`config.mk`:
```
export PLATFORM = sky130hd
export DESIGN_NAME = modbus_flow_meter_responder_core
export DESIGN_NICKNAME = d
export VERILOG_FILES = /design/src/sv/mbfm_pkg.sv /design/src/sv/mbfm_crc.sv /design/src/sv/modbus_flow_meter_responder_core.sv
export SDC_FILE = /design/constraint.sdc
export NUM_CORES = 1
export LEC_CHECK = 0
export ABC_AREA = 1
export ABC_CLOCK_PERIOD_IN_PS = 8700
export BUFFER_PORTS_ARGS = -buffer_cell sky130_fd_sc_hd__buf_4
export CORE_ASPECT_RATIO = 1.2
export CORE_MARGIN = 3
export CORE_UTILIZATION = 50
export DETAILED_ROUTE_END_ITERATION = 10
export GPL_TIMING_DRIVEN = 0
export PLACE_DENSITY = 0.66
export SETUP_SLACK_MARGIN = 0.05
export SLEW_MARGIN = 10
export SYNTH_ARGS = -nofsm -noshare
export SYNTH_HDL_FRONTEND = slang
export SYNTH_SLANG_ARGS = --single-unit
```
`constraint.sdc`:
```
create_clock -name clk -period 8.7 [get_ports clk]
set_input_delay 0.435 -clock clk [delete_from_list [all_inputs] [get_ports clk]]
set_output_delay 0.435 -clock clk [all_outputs]
set_load 0.05 [all_outputs]
```
`src/sv/mbfm_pkg.sv`:
```
package mbfm_pkg;

  typedef enum logic [2:0] {
    FN_BYTE  = 3'd0,
    FN_EOF   = 3'd1,
    FN_TICK  = 3'd2,
    FN_RXERR = 3'd3,
    FN_PULSE = 3'd4
  } func_t;

  typedef enum logic [3:0] {
    S_IDLE,
    S_CONV_Q,
    S_CONV_UPD,
    S_FLOW,
    S_CHECK,
    S_JUDGE,
    S_LOAD,
    S_WAIT
  } state_t;

  localparam int REQ_MAX = 8;
  localparam int REQ_IDX_W = $clog2(REQ_MAX);
  localparam logic [7:0] FUNC_READ_HOLD = 8'h03;
  localparam logic [15:0] CRC_INIT = 16'hFFFF;
  localparam logic [15:0] CRC_POLY = 16'hA001;
  localparam logic [15:0] PULSES_PER_DL = 16'd45;
  // floor(x/45) = (x * 46604) >> 21 for any 16-bit x
  localparam logic [15:0] RECIP_45 = 16'd46604;
  localparam int RECIP_45_SH = 21;
  // floor(x/3) = (x * 174763) >> 19 for any 18-bit x
  localparam logic [17:0] RECIP_3 = 18'd174763;
  localparam int RECIP_3_SH = 19;
  localparam int NUM_REGS = 4;

  typedef struct packed {
    logic       init;
    logic       upd;
    logic [7:0] data;
  } crc_ctrl_t;

  function automatic logic [15:0] crc_byte(input logic [15:0] crc, input logic [7:0] b);
    logic [15:0] c;
    c = crc ^ {8'h00, b};
    for (int i = 0; i < 8; i++) begin
      if (c[0]) c = (c >> 1) ^ CRC_POLY;
      else c = c >> 1;
    end
    return c;
  endfunction

endpackage

```
`src/sv/mbfm_crc.sv`:
```
module mbfm_crc
  import mbfm_pkg::*;
(
  input  logic        clk,
  input  crc_ctrl_t   ctrl,
  output logic [15:0] crc
);

  logic [15:0] crc_r;
  logic [15:0] crc_nxt;

  always_comb begin
    crc_nxt = crc_r;
    if (ctrl.init) crc_nxt = CRC_INIT;
    else if (ctrl.upd) crc_nxt = crc_byte(crc_r, ctrl.data);
  end

  always_ff @(posedge clk) begin
    crc_r <= crc_nxt;
  end

  assign crc = crc_r;

endmodule

```
`src/sv/modbus_flow_meter_responder_core.sv`:
```
// Flow meter with a Modbus RTU read-holding-registers responder. Each input word
// carries a kind in in_tuser and passes through S_CONV_Q and S_CONV_UPD (and then
// S_FLOW for a tick) before in_tready returns. An end of frame that holds a valid
// request then feeds the first six request bytes through the byte-wide crc unit in
// S_CHECK and is judged in S_JUDGE; each response byte (5 to 13 bytes) then takes
// S_LOAD and S_WAIT plus any output stall, as the single output register and the
// shared crc unit require. No input is taken while a response is being sent.
module modbus_flow_meter_responder_core
  import mbfm_pkg::*;
(
  input  logic        clk,
  input  logic        rst_n,
  input  logic        in_tvalid,
  output logic        in_tready,
  input  logic [31:0] in_tdata,   // rx_byte[7:0], pulse_count[23:8], address_straps[25:24]
  input  logic [2:0]  in_tuser,   // func[2:0]
  output logic        out_tvalid,
  input  logic        out_tready,
  output logic [7:0]  out_tdata,  // tx_byte[7:0]
  output logic        out_tlast
);

  state_t state_r, state_nxt;

  logic [2:0]  func_r;
  logic [7:0]  byte_r;
  logic [15:0] cnt_r;
  logic [1:0]  straps_r;
  logic [15:0] diff_r;
  logic [10:0] q_r, q_nxt;

  logic [7:0]  req_r [REQ_MAX];
  logic [3:0]  len_r, len_nxt;
  logic [15:0] conv_r, conv_nxt;
  logic [31:0] total_r, total_nxt;
  logic [15:0] last_r, last_nxt;
  logic [15:0] pps_r, pps_nxt;
  logic [15:0] flow_r, flow_nxt;
  logic [15:0] errs_r, errs_nxt;
  logic [2:0]  addr_r, addr_nxt;
  logic [REQ_IDX_W-1:0] idx_r, idx_nxt;
  logic [2:0]  start_r, start_nxt;
  logic [2:0]  count_r, count_nxt;
  logic [3:0]  k_r, k_nxt;
  logic        ov_r, ov_nxt;
  logic [7:0]  od_r, od_nxt;
  logic        ol_r, ol_nxt;
  logic        req_we;

  crc_ctrl_t   crc_ctrl;
  logic [15:0] crc;

  logic [31:0] q_prod;
  logic [35:0] flow_prod;
  logic [17:0] flow_x;
  logic [15:0] start16, count16;
  logic [16:0] span;
  logic        req_ok;
  logic [3:0]  nbytes, rel;
  logic [1:0]  ri;
  logic [15:0] reg_val;
  logic [7:0]  tx_byte;

  mbfm_crc u_crc (.clk(clk), .ctrl(crc_ctrl), .crc(crc));

  assign q_prod    = diff_r * RECIP_45;
  assign q_nxt     = q_prod[RECIP_45_SH +: 11];
  assign flow_x    = {pps_r, 2'b00} + 18'd1;
  assign flow_prod = flow_x * RECIP_3;

  assign start16 = {req_r[2], req_r[3]};
  assign count16 = {req_r[4], req_r[5]};
  assign span    = {1'b0, start16} + {1'b0, count16};
  assign req_ok  = (req_r[0] == {5'd0, addr_r}) && (req_r[1] == FUNC_READ_HOLD) &&
                   (crc == {req_r[7], req_r[6]}) && (span <= 17'(NUM_REGS));

  // response byte selection
  assign nbytes = 4'd5 + {count_r, 1'b0};
  assign rel    = k_r - 4'd3;
  assign ri     = 2'(start_r + {1'b0, rel[3:2], rel[1]});

  always_comb begin
    unique case (ri)
      2'd0: reg_val = total_r[31:16];
      2'd1: reg_val = total_r[15:0];
      2'd2: reg_val = flow_r;
      default: reg_val = errs_r;
    endcase
  end

  always_comb begin
    if (k_r == 4'd0) tx_byte = {5'd0, addr_r};
    else if (k_r == 4'd1) tx_byte = FUNC_READ_HOLD;
    else if (k_r == 4'd2) tx_byte = {4'd0, count_r, 1'b0};
    else if (k_r == nbytes - 4'd2) tx_byte = crc[7:0];
    else if (k_r == nbytes - 4'd1) tx_byte = crc[15:8];
    else if (rel[0]) tx_byte = reg_val[7:0];
    else tx_byte = reg_val[15:8];
  end

  always_comb begin
    state_nxt  = state_r;
    len_nxt    = len_r;
    conv_nxt   = conv_r;
    total_nxt  = total_r;
    last_nxt   = last_r;
    pps_nxt    = pps_r;
    flow_nxt   = flow_r;
    errs_nxt   = errs_r;
    addr_nxt   = addr_r;
    idx_nxt    = idx_r;
    start_nxt  = start_r;
    count_nxt  = count_r;
    k_nxt      = k_r;
    ov_nxt     = ov_r;
    od_nxt     = od_r;
    ol_nxt     = ol_r;
    req_we     = 1'b0;
    crc_ctrl   = '{init: 1'b0, upd: 1'b0, data: 8'h00};
    in_tready  = 1'b0;

    unique case (state_r)
      S_IDLE: begin
        in_tready = 1'b1;
        if (in_tvalid) state_nxt = S_CONV_Q;
      end
      S_CONV_Q: state_nxt = S_CONV_UPD;
      S_CONV_UPD: begin
        conv_nxt  = conv_r + 16'(q_r) * PULSES_PER_DL;
        total_nxt = total_r + 32'(q_r);
        state_nxt = S_IDLE;
        case (func_r)
          FN_BYTE: begin
            if (len_r < 4'(REQ_MAX)) begin
              req_we  = 1'b1;
              len_nxt = len_r + 4'd1;
            end
          end
          FN_EOF: begin
            len_nxt = '0;
            if (len_r == 4'(REQ_MAX)) begin
              crc_ctrl.init = 1'b1;
              idx_nxt       = '0;
              state_nxt     = S_CHECK;
            end
          end
          FN_TICK: begin
            pps_nxt   = cnt_r - last_r;
            last_nxt  = cnt_r;
            addr_nxt  = 3'd1 + {1'b0, straps_r};
            state_nxt = S_FLOW;
          end
          FN_RXERR: begin
            errs_nxt = errs_r + 16'd1;
            len_nxt  = '0;
          end
          default: ;
        endcase
      end
      S_FLOW: begin
        flow_nxt  = flow_prod[RECIP_3_SH +: 16];
        state_nxt = S_IDLE;
      end
      S_CHECK: begin
        crc_ctrl.upd  = 1'b1;
        crc_ctrl.data = req_r[idx_r];
        idx_nxt       = idx_r + 1'b1;
        if (idx_r == REQ_IDX_W'(5)) state_nxt = S_JUDGE;
      end
      S_JUDGE: begin
        start_nxt     = req_r[3][2:0];
        count_nxt     = req_r[5][2:0];
        k_nxt         = '0;
        crc_ctrl.init = 1'b1;
        state_nxt     = req_ok ? S_LOAD : S_IDLE;
      end
      S_LOAD: begin
        od_nxt = tx_byte;
        ol_nxt = (k_r == nbytes - 4'd1);
        ov_nxt = 1'b1;
        if (k_r < nbytes - 4'd2) begin
          crc_ctrl.upd  = 1'b1;
          crc_ctrl.data = tx_byte;
        end
        state_nxt = S_WAIT;
      end
      S_WAIT: begin
        if (out_tready) begin
          ov_nxt    = 1'b0;
          k_nxt     = k_r + 4'd1;
          state_nxt = ol_r ? S_IDLE : S_LOAD;
        end
      end
      default: state_nxt = S_IDLE;
    endcase
  end

  always_ff @(posedge clk) begin
    if (!rst_n) begin
      state_r <= S_IDLE;
      len_r   <= '0;
      conv_r  <= '0;
      total_r <= '0;
      last_r  <= '0;
      pps_r   <= '0;
      flow_r  <= '0;
      errs_r  <= '0;
      addr_r  <= 3'd1;
      ov_r    <= 1'b0;
    end else begin
      state_r <= state_nxt;
      len_r   <= len_nxt;
      conv_r  <= conv_nxt;
      total_r <= total_nxt;
      last_r  <= last_nxt;
      pps_r   <= pps_nxt;
      flow_r  <= flow_nxt;
      errs_r  <= errs_nxt;
      addr_r  <= addr_nxt;
      ov_r    <= ov_nxt;
    end
  end

  always_ff @(posedge clk) begin
    if (in_tvalid && in_tready) begin
      func_r   <= in_tuser;
      byte_r   <= in_tdata[7:0];
      cnt_r    <= in_tdata[23:8];
      straps_r <= in_tdata[25:24];
      diff_r   <= in_tdata[23:8] - conv_r;
    end
    q_r     <= q_nxt;
    idx_r   <= idx_nxt;
    start_r <= start_nxt;
    count_r <= count_nxt;
    k_r     <= k_nxt;
    od_r    <= od_nxt;
    ol_r    <= ol_nxt;
    if (req_we) req_r[len_r[REQ_IDX_W-1:0]] <= byte_r;
  end

  assign out_tvalid = ov_r;
  assign out_tdata  = od_r;
  assign out_tlast  = ol_r;

  a_no_overlap: assert property (@(posedge clk) disable iff (!rst_n)
    !(in_tready && out_tvalid)) else $error("input taken while a byte is pending");
  a_len_range: assert property (@(posedge clk) disable iff (!rst_n)
    len_r <= 4'(REQ_MAX)) else $error("request length overflow");
  a_accept_conv: assert property (@(posedge clk) disable iff (!rst_n)
    (in_tvalid && in_tready) |=> (state_r == S_CONV_Q)) else $error("conversion skipped");
  a_last_ends: assert property (@(posedge clk) disable iff (!rst_n)
    (out_tvalid && out_tready && out_tlast) |=> (state_r == S_IDLE))
    else $error("response did not end on last byte");

endmodule
```
==> impl_metrics.env, run 1 <==
export IMPL_vias_per_cell=5.35
export IMPL_postSynthAreaPerCell_um2=8.74
export IMPL_nets=3513
export IMPL_synthAdderAreaFrac=0.332
export IMPL_num_io_pins=50
export IMPL_leakage_uw=0.0133
export IMPL_grt_usage=0.239
export IMPL_dieArea_um2=52300
export IMPL_cts_tree="done"
export IMPL_drc=0
export IMPL_gr_usage_met2=0.427
export IMPL_fill_cells=4428
export IMPL_synth_cells=2835
export IMPL_multi_input_area_um2=15300
export IMPL_gp_congestion=0.943
export IMPL_met1_usage=0.313
export IMPL_grt_max_degree=17
export IMPL_cts_max_path_buffers=3
export IMPL_drive_gt1_frac=0.0647
export IMPL_synth_largest_area_cell="ha_1"
export IMPL_irDropWorstVdd_v=0.000609
export IMPL_numCtsBuffers=30
export IMPL_synth_flop_cell="dfxtp_1"
export IMPL_hold_viol_final=0
export IMPL_final_common_cell="inv_1"
export IMPL_yosysUniqueCellTypes=59
export IMPL_cp_end_kind="flop"
export IMPL_initial_core_util=0.510
export IMPL_via_count=19200
export IMPL_drv_cap=0
export IMPL_synthSimpleGateAreaFrac=0.132
export IMPL_tightestPinTransition_ns=1.19
export IMPL_finalInstanceArea_um2=27100
export IMPL_grt_pass1_vias=20100
export IMPL_slew_headroom=0.197
export IMPL_coreArea_um2=48600
export IMPL_worst_ep_arrival_time_ns=6.83
export IMPL_finalSetupViolCount=0
export IMPL_holdWs_ns=0.0544
export IMPL_final_setup_worst_slack_ns=2.42
export IMPL_dpl_hpwl_um=51300
export IMPL_cts_hold_buf=11
export IMPL_std_cell_rows=88
export IMPL_syn_to_final_growth_pct=9.51
export IMPL_post_cts_buffers=0
export IMPL_cts_max_level=1
export IMPL_synth_cell_area_um2=24800
export IMPL_tns_ns=0
export IMPL_yosysSeqAreaShare=0.281
export IMPL_p_per_area_nw_per_um2=342
export IMPL_clkTransAtPathRegs_ns=0.07
export IMPL_synth_top_area_share=0.182
export IMPL_antenna_found_initial=0
export IMPL_synth_xor_area_share=0.0374
export IMPL_ys_seq_elements=283
export IMPL_placed_cell_area_um2=26000
export IMPL_mostFrequentLayoutCells="608 x inv_1, 360 x ha_1, 298 x nand2_1"
export IMPL_async_reset_ff_frac=0
export IMPL_synth_area_leaders="ha_1 18%, edfxtp_1 16%, fa_1 15%"
export IMPL_die_y_um=250
export IMPL_period_needed_ns=6.28
export IMPL_routed_wl_um=61600
export IMPL_detail_route_antenna_nets=0
export IMPL_critical_path_peak_fanout=7
export IMPL_cp_start_kind="flop"
export IMPL_cts_sinks=283
export IMPL_rsz0062_at_grt="no"
export IMPL_synth_top_family_by_area="adder cells"
export IMPL_cts_resized=0
export IMPL_placed_cells=3515
export IMPL_fin_worst_skew_ns=0.0462
export IMPL_wl_per_cell_um=17.2
export IMPL_overflow=0
export IMPL_syn_nets=3420
export IMPL_n_antenna_cell=0
export IMPL_maxSlewViolCount=0
export IMPL_synthMuxAreaShare=0
export IMPL_io_buffer_count=43
export IMPL_finalNonFillerCells=3582
export IMPL_clock_latency_ns=0.60
export IMPL_met3_usage=0.0190
export IMPL_period_share=0.722
export IMPL_required_ns=9.25
export IMPL_grt_first_pass_wirelength_um=102000
export IMPL_root_buffer="clkbuf_16"
export IMPL_synth_compound_area_share=0.114
export IMPL_hold_path_class="input port to flop"
export IMPL_outcome="finished clean"
export IMPL_reg2reg_slack_ns=2.42
export IMPL_firstDrtPassIters=5
export IMPL_yosys_warnings=0
export IMPL_clock_fmax_mhz=159
export IMPL_post_place_ws_ns=2.42
export IMPL_grt_busiest_layer="met2"
export IMPL_synth_edf_count=130
export IMPL_first_iter_violations=909
export IMPL_die_w_um=209
export IMPL_regArea_um2=6970
export IMPL_worstSetupPathType="flop to flop"
-- state kept, by name, indices dropped and copies added (netlist names), 11 cells and up, named ones only --
name,flops
req_r,64
total_r,32
cnt_r,16
conv_r,16
diff_r,16
errs_r,16
flow_r,16
last_r,16
pps_r,16
u_crc.crc,16
q_r,11
-- synth_stat cells, drive strengths merged (11+ instances only) --
master,n
o22ai,11
dfxtp,153
fa,186
ha,360
clkbuf,40
nand2,330
nand4,24
a21oi,211
xnor2,26
xor2,79
o21bai,11
nor2,183
o221ai,11
buf,12
o211ai,28
nand3,131
o21ai,182
edfxtp,130
inv,617
nor3,33
-- worst max-delay path: stages, from the launching register on --
cell      delay (ns)
dfxtp_1         0.50
inv_1           0.24
ha_1            0.47
inv_1           0.15
ha_1            0.30
inv_1           0.05
fa_1            0.49
fa_1            0.55
inv_1           0.05
fa_1            0.50
fa_1            0.50
ha_1            0.30
clkbuf_1        0.30
nand2_1         0.17
nor3_1          0.40
nand3_1         0.18
nand3_1         0.23
nand3_1         0.09
nand2_1         0.13
nand2_1         0.07
nand3_1         0.10
a21oi_1         0.09
nor2_1          0.10
nand3b_1        0.11
o211ai_1        0.09
inv_1           0.09
-- metal layers --
metal | vias to the layer above | wire, um
li1 | 9470 | -
met1 | 9248 | 27200
met2 | 352 | 30500
met3 | 81 | 2310
met4 | 0 | 1520
met5 | - | 0
-- final cells by class --
type	count	area share
Sequential cell	283	0.257
Inverter	620	0.0858
Clock buffer	38	0.0310
Buffer	52	0.00876
Timing Repair Buffer	61	0.0180
Clock inverter	18	0.00765
Tap cell	630	0.0290
Multi-Input combinational cell	1880	0.563
-- power by group --
part | total, uW | leakage (uW) | switching [uW] | internal (uW)
Sequential | 1700 | 0.00244 | 145 | 1550
Combinational | 6250 | 0.0104 | 3630 | 2610
Clock | 1340 | 0.000503 | 562 | 779
Total | 9290 | 0.0133 | 4340 | 4950
-- cell families (layout without fill, tap and decap cells) --
kind of cell | Yosys count | in the layout
buffers and inverters | 672 | 789
and+or+nand+nor | 725 | 725
AOI/OAI and AO/OA | 504 | 504
DFF | 283 | 283
xor gates and xnor gates | 105 | 105
adders and majority gates | 546 | 546
-- metrics by stage --
stage               total power (uW)   util
CTS                             9370  0.559
global placement                7750  0.533
finish                          9290  0.559
detailed placement              7970  0.535
floorplan                       6530      -
global route                   10500  0.559
-- final timing paths --
path	startpoint	to	depth (start not counted)
hold reg to reg	last_r[4]$_SDFFE_PN0P_	last_r[4]$_SDFFE_PN0P_	2
setup reg to reg	pps_r[0]$_SDFFE_PN0P_	flow_r[15]$_SDFFE_PN0N_	25
hold / removal	in_tdata[8]	cnt_r[0]$_DFFE_PP_	1
setup / recovery	pps_r[0]$_SDFFE_PN0P_	flow_r[15]$_SDFFE_PN0N_	25
(Power assumes the default switching activity.)
==> run 2, diff against run 1 <==
--- a/config.mk
+++ b/config.mk
@@ -6,14 +6,14 @@
 export NUM_CORES = 1
 export LEC_CHECK = 0
 export ABC_AREA = 1
-export ABC_CLOCK_PERIOD_IN_PS = 8700
+export ABC_CLOCK_PERIOD_IN_PS = 5500
 export BUFFER_PORTS_ARGS = -buffer_cell sky130_fd_sc_hd__buf_4
 export CORE_ASPECT_RATIO = 1.2
 export CORE_MARGIN = 3
 export CORE_UTILIZATION = 50
 export DETAILED_ROUTE_END_ITERATION = 10
 export GPL_TIMING_DRIVEN = 0
-export PLACE_DENSITY = 0.66
+export PLACE_DENSITY = 0.68
 export SETUP_SLACK_MARGIN = 0.05
 export SLEW_MARGIN = 10
 export SYNTH_ARGS = -nofsm -noshare
==> constraint.sdc (replaced) <==
create_clock -name clk -period 5.5 [get_ports clk]
set_input_delay 0.275 -clock clk [delete_from_list [all_inputs] [get_ports clk]]
set_output_delay 0.275 -clock clk [all_outputs]
set_load 0.05 [all_outputs]
==> run 2 against run 1 <==
Final cell count is 1.2% higher. Global-route usage fell by 0.20 points. Clock power rose by 51%. Flip-flop and latch count unchanged. Critical endpoint unchanged. Largest cell class unchanged. Highest routed layer unchanged.
==> impl_metrics.env, run 2 (synthesis gave the netlist of run 1 again) <==
export IMPL_nets=3556
export IMPL_post_place_ws_ns=-0.546
export IMPL_largest_reg_flops=64
export IMPL_crit_buf_inv=3
export IMPL_period_share=0.955
export IMPL_via_count=19400
export IMPL_numCtsBuffers=31
export IMPL_required_ns=5.99
export IMPL_die_w_um=209
export IMPL_total_power_uw=15500
export IMPL_max_stage_delay_ns=0.58
export IMPL_fill_cells=4255
export IMPL_outcome="finished clean"
export IMPL_worstSetupPathType="flop to flop"
export IMPL_die_y_um=250
export IMPL_root_buffer="clkbuf_16"
export IMPL_critical_path_peak_fanout=8
export IMPL_grt_usage=0.237
export IMPL_path_cells="ha_4 -> inv_1 -> fa_1 -> fa_1 -> fa_1 -> fa_1 -> inv_1 -> fa_1 -> ha_4 -> a21oi_2 -> o21a_1 -> o221a_2 -> nand3_2 -> nand3_2 -> nand2_2 -> nand2_1 -> nand3_2 -> a21oi_2 -> nor2_1 -> nand3b_1 -> o211ai_1 -> inv_1"
export IMPL_cp_end_kind="flop"
export IMPL_std_cell_rows=88
export IMPL_cts_max_level=1
export IMPL_drive_gt1_frac=0.0892
export IMPL_grt_pass1_vias=19800
export IMPL_n_antenna_cell=0
export IMPL_first_iter_violations=1173
export IMPL_clock_latency_ns=0.60
export IMPL_fin_worst_skew_ns=0.0421
export IMPL_io_buffer_count=43
export IMPL_cts_max_path_buffers=3
export IMPL_irDropWorstVdd_v=0.000967
export IMPL_mostFrequentLayoutCells="604 x inv_1, 346 x ha_1, 296 x nand2_1"
export IMPL_cts_tree="done"
export IMPL_routed_wl_um=62200
export IMPL_cp_slowest_cell="fa_1"
export IMPL_maxSlewViolCount=0
export IMPL_final_common_cell="inv_1"
export IMPL_num_io_pins=50
export IMPL_period_needed_ns=5.25
export IMPL_initial_core_util=0.510
export IMPL_hold_path_class="input port to flop"
export IMPL_rsz0062_at_grt="yes"
export IMPL_placed_cell_area_um2=25900
export IMPL_syn_to_final_growth_pct=12.0
export IMPL_leakage_uw=0.0136
export IMPL_dpl_hpwl_um=50600
export IMPL_cp_start_kind="flop"
export IMPL_detail_route_antenna_nets=0
export IMPL_wl_per_cell_um=17.2
export IMPL_slew_headroom=0.206
export IMPL_clkTransAtPathRegs_ns=0.06
export IMPL_drv_cap=0
export IMPL_grt_max_degree=17
export IMPL_worst_ep_arrival_time_ns=5.74
export IMPL_clock_fmax_mhz=190
export IMPL_overflow=0
export IMPL_cp_common_cell="fa_1"
export IMPL_gp_congestion=0.930
export IMPL_hold_viol_final=0
export IMPL_grt_first_pass_wirelength_um=101000
export IMPL_cts_sinks=283
export IMPL_p_per_area_nw_per_um2=559
export IMPL_firstDrtPassIters=8
export IMPL_dieArea_um2=52300
export IMPL_finalInstanceArea_um2=27800
export IMPL_coreArea_um2=48600
export IMPL_critPathTopFamily="adder cells"
export IMPL_tightestPinTransition_ns=1.18
export IMPL_final_setup_worst_slack_ns=0.247
export IMPL_drc=0
export IMPL_vias_per_cell=5.37
export IMPL_finalSetupViolCount=0
export IMPL_antenna_found_initial=0
==> run 2: cell types whose count changed in the layout (fill, tap and decap cells not counted), moves of 4 or more <==
| cell | change |
|---|---|
| inv_1 | -4 |
| dlygate4sd3_1 | +19 |
| o21ai_0 | -8 |
| a21oi_1 | -7 |
| buf_4 | +25 |
| ha_1 | -14 |
| dfxtp_1 | -13 |
| ha_4 | +12 |
| a21oi_2 | +7 |
| dfxtp_2 | +8 |
| o21ai_2 | +5 |
| dfxtp_4 | +5 |
==> run 2: cell type report <==
type / count / area, um2 / share of cell area
timing repair buffer: 104 / 856 / 0.0308
multi-input combinational: 1880 / 15500 / 0.560
tap: 630 / 788 / 0.0284
clock buffer: 48 / 936 / 0.0337
sequential: 283 / 7000 / 0.252
clock inverter: 8 / 67.6 / 0.00243
inverter: 620 / 2330 / 0.0841
buffer: 51 / 234 / 0.00843
==> run 2: per-stage QoR <==
stage	setup TNS, ns	util	hold WS (ns)	instances
floorplan	0	-	0.374	2835
global placement	-25.10	0.533	0.443	3508
detailed placement	-6.07	0.534	0.451	3513
CTS	0	0.566	0.159	3612
global route	-0.0145	0.572	0.219	3624
finish	0	0.572	0.219	3624
==> run 2: path summary, 6_finish.rpt <==
path | endpoint | from | cells after the start | slack [ns]
min | flow_r[7]$_SDFFE_PN0N_ | rst_n | 5 | 0.22
min reg2reg | last_r[5]$_SDFFE_PN0P_ | last_r[5]$_SDFFE_PN0P_ | 2 | 0.46
max reg2reg | flow_r[15]$_SDFFE_PN0N_ | pps_r[1]$_SDFFE_PN0P_ | 22 | 0.25
max | flow_r[15]$_SDFFE_PN0N_ | pps_r[1]$_SDFFE_PN0P_ | 22 | 0.25
==> run 2: where the power goes <==
group	switching, uW	total, uW	internal, uW	leakage [uW]
registers	220	2670	2450	0.00245
clock network	857	2030	1170	0.000498
logic	6040	10800	4770	0.0106
==> run 2: layer usage <==
metal  vias to the layer above  GRT usage  routed length, um
met5                         -          0                  0
met4                         0     0.0595               1490
met3                       102     0.0202               2450
met2                       429      0.425              31300
met1                      9380      0.308              27000
li1                       9538          -                  -
==> run 2: worst reg2reg max path, stage by stage, from the launching register on <==
cell	delay [ns]
dfxtp_4	0.39
ha_4	0.30
inv_1	0.06
fa_1	0.52
fa_1	0.57
fa_1	0.45
fa_1	0.55
inv_1	0.05
fa_1	0.58
ha_4	0.24
a21oi_2	0.16
o21a_1	0.15
o221a_2	0.20
nand3_2	0.11
nand3_2	0.09
nand2_2	0.08
nand2_1	0.08
nand3_2	0.09
a21oi_2	0.17
nor2_1	0.05
nand3b_1	0.15
o211ai_1	0.10
inv_1	0.05
==> run 2: timing repair <==
| item | CTS | global route |
|---|---|---|
| endpoints found under the hold margin | 30 | 0 |
| pin swaps | 14 | 34 |
| setup endpoints to repair | 19 | 17 |
| hold buffers | 30 | 0 |
| gates resized for setup | 31 | 40 |
| buffers inserted | 14 | 12 |
